`src/sv/hvue_pkg.sv`:
```
// Shared types and constants for the hypercube vertex update engine.
`timescale 1ns / 1ps
`default_nettype none

package hvue_pkg;

  // Action codes carried by an input beat
  localparam logic ACT_EXECUTE = 1'b0;
  localparam logic ACT_LOAD    = 1'b1;

  // Vertex kinds
  localparam int unsigned KIND_W = 2;
  localparam logic [KIND_W-1:0] KIND_NORMAL = 2'd0;
  localparam logic [KIND_W-1:0] KIND_INPUT  = 2'd1;
  localparam logic [KIND_W-1:0] KIND_OUTPUT = 2'd2;

  // Neighbor index width: the index bounces between 0 and ADDRESS_BITS-1
  localparam int unsigned IDX_W = 4;
  localparam int unsigned NB_OUT_W = 3;

  // Controller to datapath commands
  typedef struct packed {
    logic rd_self;  // input beat taken: latch it and read its own record
    logic rd_nb;    // own record is out: capture it and read the neighbor
    logic commit;   // write back the record and load the result register
  } hvue_cmd_t;

  // Datapath to controller status
  typedef struct packed {
    logic out_free; // result register can take a new beat this cycle
  } hvue_status_t;

endpackage

`default_nettype wire

```
`src/sv/hvue_ctrl.sv`:
```
// Controller state machine: sequences self read, neighbor read and write-back.
`timescale 1ns / 1ps
`default_nettype none

module hvue_ctrl (
  input  wire logic                  clk,
  input  wire logic                  rst,
  input  wire logic                  in_valid,
  output logic                       in_stall,
  output hvue_pkg::hvue_cmd_t        cmd,
  input  wire hvue_pkg::hvue_status_t status
);

  typedef enum logic [1:0] {
    ST_IDLE,
    ST_NBR,
    ST_EXEC
  } state_t;

  state_t state;

  // Input side waits while an item is in flight
  assign in_stall = (state != ST_IDLE);

  // Commands
  assign cmd.rd_self = in_valid && (state == ST_IDLE);
  assign cmd.rd_nb   = (state == ST_NBR);
  assign cmd.commit  = (state == ST_EXEC) && status.out_free;

  // State register
  always_ff @(posedge clk) begin
    if (rst) begin
      state <= ST_IDLE;
    end else begin
      case (state)
        ST_IDLE: begin
          if (in_valid) state <= ST_NBR;
        end
        ST_NBR: begin
          state <= ST_EXEC;
        end
        ST_EXEC: begin
          if (status.out_free) state <= ST_IDLE;
        end
        default: begin
          state <= ST_IDLE;
        end
      endcase
    end
  end

endmodule

`default_nettype wire

```
`src/sv/hvue_dpath.sv`:
```
// Datapath: vertex record store, update logic and result register.
`timescale 1ns / 1ps
`default_nettype none

module hvue_dpath #(
  parameter int unsigned ADDRESS_BITS = 6,
  parameter int unsigned ENERGY_BITS  = 16
) (
  input  wire logic                                 clk,
  input  wire logic                                 rst,
  input  wire hvue_pkg::hvue_cmd_t                  cmd,
  output hvue_pkg::hvue_status_t                    status,
  input  wire logic                                 action,
  input  wire logic [ADDRESS_BITS-1:0]              vertex_addr,
  input  wire logic [hvue_pkg::KIND_W-1:0]          vertex_kind,
  input  wire logic                                 initial_state,
  input  wire logic                                 external_signal,
  output logic                                      out_valid,
  input  wire logic                                 out_stall,
  output logic                                      vertex_state,
  output logic [ENERGY_BITS-1:0]                    vertex_energy,
  output logic                                      vertex_excited,
  output logic                                      output_fire,
  output logic [hvue_pkg::NB_OUT_W-1:0]             next_neighbor
);

  localparam int unsigned VCOUNT = 1 << ADDRESS_BITS;

  typedef struct packed {
    logic [hvue_pkg::KIND_W-1:0] kind;
    logic                        state;
    logic [ENERGY_BITS-1:0]      energy;
    logic [ENERGY_BITS-1:0]      upper;
    logic [ENERGY_BITS-1:0]      lower;
    logic                        excited;
    logic [hvue_pkg::IDX_W-1:0]  index;
    logic                        rising;
  } vrec_t;

  // Rest record for never-written entries
  localparam vrec_t REC_RESET = '{
    kind:    hvue_pkg::KIND_NORMAL,
    state:   1'b0,
    energy:  ENERGY_BITS'(1),
    upper:   ENERGY_BITS'(2),
    lower:   ENERGY_BITS'(1),
    excited: 1'b0,
    index:   '0,
    rising:  1'b1
  };

  // Store and its read register
  vrec_t                    mem [VCOUNT];
  logic  [VCOUNT-1:0]       written;
  vrec_t                    mem_q;
  logic                     written_q;
  vrec_t                    rd_view;
  logic  [ADDRESS_BITS-1:0] rd_addr;

  // Latched input beat and own record
  logic                        act_q;
  logic [ADDRESS_BITS-1:0]     addr_q;
  logic [hvue_pkg::KIND_W-1:0] kind_q;
  logic                        init_q;
  logic                        ext_q;
  vrec_t                       self_rec;

  // Update logic
  logic [ADDRESS_BITS-1:0] nb_addr;
  logic [ADDRESS_BITS-1:0] nb_flip;
  logic                    nb_exc;
  logic                    nb_st;
  logic [ENERGY_BITS:0]    e_inc;
  logic [ENERGY_BITS:0]    ul_sum;
  logic [ENERGY_BITS-1:0]  e_up;
  logic [ENERGY_BITS-1:0]  e_dn;
  logic [ENERGY_BITS-1:0]  u_up;
  logic [ENERGY_BITS-1:0]  l_dn;
  logic                    rise_b;
  vrec_t                   upd;
  vrec_t                   rec_next;
  logic                    fire_next;

  // Read view: unwritten entries read as rest record
  assign rd_view = written_q ? mem_q : REC_RESET;

  // Neighbor address from the own record just read
  assign nb_flip = ADDRESS_BITS'(1) << rd_view.index;
  assign nb_addr = (rd_view.index < hvue_pkg::IDX_W'(ADDRESS_BITS)) ?
                   (addr_q ^ nb_flip) : addr_q;

  assign rd_addr = cmd.rd_self ? vertex_addr : nb_addr;

  // Memory write and registered read; the neighbor record holds until write-back
  always_ff @(posedge clk) begin
    if (cmd.commit) begin
      mem[addr_q] <= rec_next;
    end
    if (cmd.rd_self || cmd.rd_nb) begin
      mem_q <= mem[rd_addr];
    end
  end

  // Written flags, cleared at reset
  always_ff @(posedge clk) begin
    if (rst) begin
      written   <= '0;
      written_q <= 1'b0;
    end else begin
      if (cmd.commit) written[addr_q] <= 1'b1;
      if (cmd.rd_self || cmd.rd_nb) written_q <= written[rd_addr];
    end
  end

  // Input beat and own record capture
  always_ff @(posedge clk) begin
    if (cmd.rd_self) begin
      act_q  <= action;
      addr_q <= vertex_addr;
      kind_q <= vertex_kind;
      init_q <= initial_state;
      ext_q  <= external_signal;
    end
    if (cmd.rd_nb) begin
      self_rec <= rd_view;
    end
  end

  // Saturating sums and clamped differences
  assign e_inc  = {1'b0, self_rec.energy} + (ENERGY_BITS + 1)'(1);
  assign ul_sum = {1'b0, self_rec.upper} + {1'b0, self_rec.lower};
  assign e_up   = e_inc[ENERGY_BITS] ? '1 : e_inc[ENERGY_BITS-1:0];
  assign u_up   = ul_sum[ENERGY_BITS] ? '1 : ul_sum[ENERGY_BITS-1:0];
  assign e_dn   = (self_rec.energy != '0) ? self_rec.energy - ENERGY_BITS'(1) : '0;
  assign l_dn   = (self_rec.upper > self_rec.lower) ?
                  self_rec.upper - self_rec.lower : '0;

  // Neighbor view: input vertices see an excited virtual neighbor
  assign nb_exc = (self_rec.kind == hvue_pkg::KIND_INPUT) ? 1'b1 : rd_view.excited;
  assign nb_st  = (self_rec.kind == hvue_pkg::KIND_INPUT) ? ext_q : rd_view.state;

  // Vertex update
  always_comb begin
    upd = self_rec;
    if (nb_exc) begin
      if (nb_st == self_rec.state) begin
        upd.energy = e_up;
        if (e_up >= self_rec.upper) begin
          upd.excited = 1'b1;
          upd.upper   = u_up;
          upd.lower   = self_rec.upper;
        end
      end else begin
        upd.energy = e_dn;
        if (e_dn < self_rec.lower) begin
          upd.lower = l_dn;
          upd.upper = self_rec.lower;
        end
      end
    end
    // Energy exhausted: flip state and restart thresholds
    if (upd.energy == '0) begin
      upd.state  = ~self_rec.state;
      upd.energy = ENERGY_BITS'(1);
      upd.upper  = ENERGY_BITS'(2);
      upd.lower  = ENERGY_BITS'(1);
    end
    // Bounce the neighbor index between 0 and ADDRESS_BITS-1
    rise_b = (self_rec.index == '0) ? 1'b1 : self_rec.rising;
    if (self_rec.index == hvue_pkg::IDX_W'(ADDRESS_BITS - 1) && rise_b) begin
      rise_b = 1'b0;
    end
    upd.rising = rise_b;
    upd.index  = rise_b ? self_rec.index + hvue_pkg::IDX_W'(1)
                        : self_rec.index - hvue_pkg::IDX_W'(1);
  end

  // Select load, excited skip or full update
  always_comb begin
    rec_next  = upd;
    fire_next = 1'b0;
    if (act_q == hvue_pkg::ACT_LOAD) begin
      rec_next       = REC_RESET;
      rec_next.kind  = kind_q;
      rec_next.state = init_q;
    end else if (self_rec.excited) begin
      rec_next         = self_rec;
      rec_next.excited = 1'b0;
    end else begin
      fire_next = (self_rec.kind == hvue_pkg::KIND_OUTPUT) &&
                  (upd.energy >= ENERGY_BITS'(2));
    end
  end

  // Result register
  assign status.out_free = !out_valid || !out_stall;

  always_ff @(posedge clk) begin
    if (rst) begin
      out_valid <= 1'b0;
    end else if (cmd.commit) begin
      out_valid <= 1'b1;
    end else if (!out_stall) begin
      out_valid <= 1'b0;
    end
  end

  always_ff @(posedge clk) begin
    if (cmd.commit) begin
      vertex_state   <= rec_next.state;
      vertex_energy  <= rec_next.energy;
      vertex_excited <= rec_next.excited;
      output_fire    <= fire_next;
      next_neighbor  <= rec_next.index[hvue_pkg::NB_OUT_W-1:0];
    end
  end

endmodule

`default_nettype wire

```
`src/sv/hypercube_vertex_update_engine.sv`:
```
// Top level of the hypercube vertex update engine.
`timescale 1ns / 1ps
`default_nettype none

// Keeps one record per vertex of a 2^ADDRESS_BITS hypercube in a single-port
// store. A load beat sets a vertex's kind and state and rests the record; an
// execute beat updates the vertex against one neighbor and writes it back, or
// only clears the excitation of an excited vertex. Every beat gives one result
// beat. The own record is read at acceptance, the neighbor record whose
// address follows from it in the next cycle, and the record is written back
// and the result register loaded once that register is free. The input is
// stalled until the write-back, so one item is in flight at a time. The result
// register lets the next item be taken while the previous result waits; that
// item then holds at write-back until the result is taken. Reset marks every
// vertex as resting at once; no clearing pass is needed.
module hypercube_vertex_update_engine #(
  parameter int unsigned ADDRESS_BITS = 6,
  parameter int unsigned ENERGY_BITS  = 16
) (
  input  wire logic                         clk,
  input  wire logic                         rst,
  input  wire logic                         in_valid,
  output logic                              in_stall,
  input  wire logic                         action,
  input  wire logic [ADDRESS_BITS-1:0]      vertex_addr,
  input  wire logic [hvue_pkg::KIND_W-1:0]  vertex_kind,
  input  wire logic                         initial_state,
  input  wire logic                         external_signal,
  output logic                              out_valid,
  input  wire logic                         out_stall,
  output logic                              vertex_state,
  output logic [ENERGY_BITS-1:0]            vertex_energy,
  output logic                              vertex_excited,
  output logic                              output_fire,
  output logic [hvue_pkg::NB_OUT_W-1:0]     next_neighbor
);

  hvue_pkg::hvue_cmd_t    cmd;
  hvue_pkg::hvue_status_t status;

  hvue_ctrl u_ctrl (
    .clk      (clk),
    .rst      (rst),
    .in_valid (in_valid),
    .in_stall (in_stall),
    .cmd      (cmd),
    .status   (status)
  );

  hvue_dpath #(
    .ADDRESS_BITS (ADDRESS_BITS),
    .ENERGY_BITS  (ENERGY_BITS)
  ) u_dpath (
    .clk             (clk),
    .rst             (rst),
    .cmd             (cmd),
    .status          (status),
    .action          (action),
    .vertex_addr     (vertex_addr),
    .vertex_kind     (vertex_kind),
    .initial_state   (initial_state),
    .external_signal (external_signal),
    .out_valid       (out_valid),
    .out_stall       (out_stall),
    .vertex_state    (vertex_state),
    .vertex_energy   (vertex_energy),
    .vertex_excited  (vertex_excited),
    .output_fire     (output_fire),
    .next_neighbor   (next_neighbor)
  );

endmodule

`default_nettype wire

```
`config.mk`:
```
export PLATFORM = sky130hd
export DESIGN_NAME = hypercube_vertex_update_engine
export DESIGN_NICKNAME = d
export VERILOG_FILES = /design/src/sv/hvue_pkg.sv /design/src/sv/hvue_ctrl.sv /design/src/sv/hvue_dpath.sv /design/src/sv/hypercube_vertex_update_engine.sv
export SDC_FILE = /design/constraint.sdc
export NUM_CORES = 2
export LEC_CHECK = 0
export BUFFER_PORTS_ARGS = -buffer_cell sky130_fd_sc_hd__buf_2
export CAP_MARGIN = 10
export CORE_UTILIZATION = 25
export DETAILED_ROUTE_END_ITERATION = 10
export GPL_TIMING_DRIVEN = 0
export PLACE_DENSITY = 0.42
export REMOVE_ABC_BUFFERS = 1
export SYNTH_ARGS = -nofsm -noshare
export SYNTH_HDL_FRONTEND = slang
export SYNTH_HIERARCHICAL = 1
export SYNTH_SLANG_ARGS = --single-unit
```
`constraint.sdc`:
```
create_clock -name clk -period 21.4 [get_ports clk]
set_clock_uncertainty 0.05 [all_clocks]
set_input_delay 5.35 -clock clk [delete_from_list [all_inputs] [get_ports clk]]
set_output_delay 5.35 -clock clk [all_outputs]
set_load 0.005 [all_outputs]
```
-- After elaboration in Yosys (flattened, before gate mapping)
Memory sizes are Yosys's and may differ from the RTL's. A register that Yosys moved wholly into a read port is not among the register bits.
Cells that the tools add are included.
- output and inout bits: 24
- input port bits: 15
- word-level logic and storage cells: 97
- bits in registers: 158
- RAM bits: 3648
- memories kept: 1
- memories (name ; words ; bits a word ; rd ports ; clocked after Yosys merged registers in ; wr ports ; line ; RTL):
    u_dpath.mem ; 64 ; 57 ; 1 ; 1 ; 1 ; hvue_dpath.sv:53 ; vrec_t mem [VCOUNT];
- bitwise operators: 3
- equality and inequality tests: 9
- add/subtract/negate cells: 6
- $lt $le $gt $ge: 8
- reductions and logical operators: 16
- multiplexer cells: 31
- shift operators: 1
- operators with widths (cell ; number):
    55-bit 2-to-1 mux ; 2
    49-bit 2-to-1 mux ; 2
    16-bit 2-to-1 mux ; 4
    64-bit OR ; 1
    57-bit 2-to-1 mux ; 1
    48-bit 2-to-1 mux ; 1
    33-bit 2-to-1 mux ; 1
    32-bit 2-to-1 mux ; 1
    16-bit by 1-bit adder with 17-bit output, second input constant ; 1
    16-bit by 16-bit adder with 17-bit output ; 1
    16-bit greater-or-equal comparator ; 1
    16-bit by 2-bit greater-or-equal comparator with 1-bit output, second input constant ; 1
    16-bit > comparator ; 1
    16-bit zero test ; 1
    16-bit less-than comparator ; 1
    16-bit nonzero test ; 1
    16-bit by 1-bit subtractor with 16-bit output, second input constant ; 1
    16-bit subtractor ; 1
    6-bit by 7-bit less-than comparator with 1-bit output, second input constant ; 2
    6-bit 2-to-1 mux ; 2
    1-bit 2-to-1 mux ; 11
    1-bit binary-select mux with 6-bit select ; 1
    1-bit demux with 6-bit select ; 1
    6-bit by 1-bit greater-or-equal comparator with 1-bit output, second input constant ; 1
    23 further kinds ; 33

-- Longest topological paths before layout
- word-level depth: 10
- depth in mapped cells: 19
- depth with buffers taken out: 16

-- By module
The synthesis kept the hierarchy.
- modules (own cells, without submodules) (module ; instances ; area an instance (um2) ; sequential area each (um2) ; cells each):
    hvue_dpath ; 1 ; 154423.1 ; 115280.6 ; 10159
    hvue_ctrl ; 1 ; 100.1 ; 40.0 ; 9

-- Least setup slack after synthesis
Ideal clock, no wire load.
- path type: input-to-reg
- start point: input out_stall
- end point: memory u_dpath/mem[42][0] in the netlist's numbering (enable)
- cell stages on the path: 6
- library setup time: 0.544 ns
- arrival time: 10.588 ns
- required time: 20.806 ns
- path buffers: 1
- setup slack: 10.218 ns
- path through: nand2_1 -> and3b_1 -> and2_1 -> clkbuf_1 -> nand3_1 -> nor3_1
- RTL lines (item ; line ; RTL):
    start, declared ; hypercube_vertex_update_engine.sv:30 ; input wire logic out_stall,
    end, declared ; hvue_dpath.sv:53 ;

==> results.cfg <==
[outcome]
status = finished, violations left
violations = capacitance limit

[worst_setup_path]
path_cells = buf_2, nor3b_4, buf_16, buf_8, buf_16, nor2_1, a21oi_2, nand2_8, buf_16, buf_16, buf_16, nor2_4, buf_12, a32oi_1, o221ai_1, a32oi_1, o211ai_1, a211oi_1
critPathKind = in -> reg
cp-end-kind = flop
crit_arrival_ns = 11.77
start_kind = input pin
cp_slowest_cell = a211oi_1
slowest_delay_ns = 1.00
cp.required_ns = 21.97
worst_path_most_repeated_cell = buf_16
path_max_fanout = 79

[pwr]
p_leak_nw = 61.6
peakVddDrop_mv = 0.0737
comb_power_share_pct = 13.3
switching_share_pct = 25.7
finalPower_mw = 18.3
clockPowerShare_pct = 40.3
power_density_mw_per_mm2 = 96.7
p_int_mw = 13.6
power.switching_mw = 4.71
power_frac_seq_pct = 46.4

[cells_and_area]
syn2layout_area_growth_pct = 22.6
layout.nets = 10700
utilization_pct = 30.8
final_cell_area_sq_mm = 0.190
fillers = 59800
instances_no_fill = 19100
drive_above_1_share_pct = 17.3

[synth]
yosys_warnings = 6
ys_top_cells_by_area = edfxtp_1 74%, mux4_2 5.9%, nand2_1 5.2%
ys_async_sr_fraction_pct = 0
muxShareOfSynthArea_pct = 7.17
ys_types = 111
synth.top_cell.area_share_pct = 73.7
synth_xor_area_share_pct = 0.215
synth_fa_ha_area_share_pct = 0.581
netlist_instances = 10200
synthFlopType = edfxtp_1
yosysSeqAreaShare_pct = 74.6
synth_top_family_by_area = simple AND/OR/NAND/NOR gates
synth-seq-cells = 3863
synth_common_cells = 3795 x edfxtp_1, 2122 x nand2_1, 724 x nand3_1
synth_area_sq_mm = 0.155
post-synth-top-area-cell = edfxtp_1
synth-edff-count = 3795
yosysMostFrequentCell = edfxtp_1
yosys.area_share.simple_pct = 10.2
syn_avg_cell_area_sq_um = 15.2
synth_compound_area_share_pct = 5.16

[cts]
clk_latency_ns = 0.99
post_cts_buffers = 0
clk_path_buf_depth = 4
cts_sinks = 3863
cts_made_buffers = 425
cts_hold_buf = 0
ctsResizeCount = 0
htree_num_levels = 5
cts_tree = done
root_buffer = clkbuf_16
path_clk_slew_ns = 0.06

[timing]
whs_ns = 0.419
post-route-period-util_pct = 52.3
final-setup-viol-count = 0
worst_pin_slew_ns = 1.47
slew_violations = 0
rsz0062_at_grt = false
hold_violations = 0
max_freq_mhz = 89.3
slew_headroom_pct = 1.18
post-route-min-period_ns = 11.20
fin_tns_setup_ns = 0
worst_slack_ns = 10.20

[floorplanning]
rows = 288
die-area_sq_mm = 0.621
start_util_pct = 25.1
core_sq_mm = 0.615
dieHeight_um = 788
ioPinCount = 39
fp.dieW_um = 788

[detailed_routing]
via_per_inst = 5.00
drcViolationCount = 0
vias = 95500
final_antenna_net_count = 0
dr.first_iter.drc_count = 11200
wl_per_cell_um = 29.9
drt_pass1_iterations = 6
drt-total-wl_mm = 573

[hold_path]
hold_path_class = reg -> reg

[global_routing]
met1_usage_pct = 24.0
grt_pass1_vias = 93200
grt.overflow.total = 0
grt_util_met3_pct = 2.45
grtUsageTotal_pct = 17.8
grt_max_degree = 105
antenna_found_initial = 36
met2_usage_pct = 29.7
grt_pass1_wl_mm = 780
busiest_layer = met2

[placed_design]
place_ws_ns = 9.06
place_congestion = 0.810
dp_hpwl_mm = 388
io_buffers = 38
dpl-instance-area_sq_mm = 0.176
dp_cells = 18300

[job]
drv_cap = 1
[layout by cell type (no fill, tap or decap), types with 39 or more instances in the layout]
master | Yosys | routed
clkbuf_16 | 0 | 432
mux2i_1 | 161 | 160
buf_6 | 13 | 99
bufinv_16 | 0 | 50
a21oi_1 | 489 | 481
o22ai_1 | 46 | 46
a31oi_1 | 82 | 81
mux4_2 | 402 | 402
buf_12 | 1 | 344
nand2_1 | 2122 | 2117
nor2_1 | 496 | 404
clkinv_2 | 0 | 64
inv_1 | 64 | 64
nor2_4 | 0 | 92
nand3_1 | 724 | 721
a22oi_1 | 44 | 44
and2_1 | 73 | 70
buf_2 | 194 | 39
clkinv_1 | 0 | 101
o211ai_1 | 87 | 87
buf_8 | 2 | 56
buf_16 | 0 | 120
dfxtp_1 | 68 | 67
a32oi_1 | 63 | 63
clkbuf_1 | 271 | 90
ha_1 | 67 | 67
o21ai_0 | 108 | 108
nor3_1 | 62 | 55
edfxtp_1 | 3795 | 3795
nand4_1 | 65 | 65
[worst max-delay path: cells and delay by family]
kind	cells	cell delay (ns)
AOI/OAI and AO/OA	6	2.25
buffers and inverters	8	2.18
and+or+nand+nor	4	1.64
[final cells by class]
class | count | area [sq um] | area share, %
sequential | 3863 | 115000 | 60.9
multi-input combinational | 5622 | 37400 | 19.8
timing repair buffer | 666 | 12400 | 6.54
clock buffer | 530 | 11300 | 5.94
tap | 8120 | 10200 | 5.36
clock inverter | 254 | 2660 | 1.40
inverter | 65 | 244 | 0.129
antenna | 4 | 10.0 | 0.00528
[cells by family (layout without fill, tap and decap cells)]
logic type | count (synthesis) | after routing
AOI/OAI and AO/OA | 1217 | 1217
other | 0 | 4
DFF | 3863 | 3863
and+or+nand+nor | 3699 | 3699
muxes | 599 | 599
xor gates and xnor gates | 37 | 37
adders and majority gates | 70 | 70
buffers and inverters | 683 | 1515
[metal layers]
metal / vias to the layer above / routed length (um)
li1: 39800 / -
met1: 50600 / 240000
met2: 4159 / 274000
met3: 940 / 38000
met4: 8 / 20800
met5: - / 53
[sequential cells by signal (all words and copies together) (netlist names)]
| register | cells |
|---|---|
| u_dpath/vertex_energy | 16 |
| u_dpath/ext_q | 1 |
| u_dpath/addr_q | 6 |
| u_dpath/init_q | 1 |
| u_dpath/act_q | 1 |
| u_dpath/out_valid | 1 |
| u_dpath/self_rec | 57 |
| u_dpath/written | 64 |
| u_dpath/output_fire | 1 |
| u_dpath/kind_q | 2 |
| u_dpath/vertex_excited | 1 |
| u_dpath/written_q | 1 |
| u_dpath/next_neighbor | 3 |
| u_ctrl/state | 2 |
| u_dpath/vertex_state | 1 |
| u_dpath/mem_q | 57 |
| u_dpath/mem | 3648 |
[final timing paths]
path | to | slack [ns] | start | depth (start not counted)
max | u_dpath/mem_q[46] | 10.20 | in_valid | 18
min | u_dpath/written[42] | 0.42 | u_dpath/written[42] | 2
min reg2reg | u_dpath/written[42] | 0.42 | u_dpath/written[42] | 2
max reg2reg | u_dpath/mem_q[46] | 14.26 | u_ctrl/state[1] | 17
[power by group through the flow]
stage / sequential [mW] / combinational [mW] / clock (mW)
after global placement: 8.72 / 4.69 / 0
after floorplan: 8.65 / 2.63 / 0
after global routing: 8.50 / 2.61 / 7.78
after detailed placement: 8.66 / 2.44 / 0
final: 8.50 / 2.44 / 7.38
after CTS: 8.50 / 2.45 / 7.51
Power figures use the tool's default switching activity.
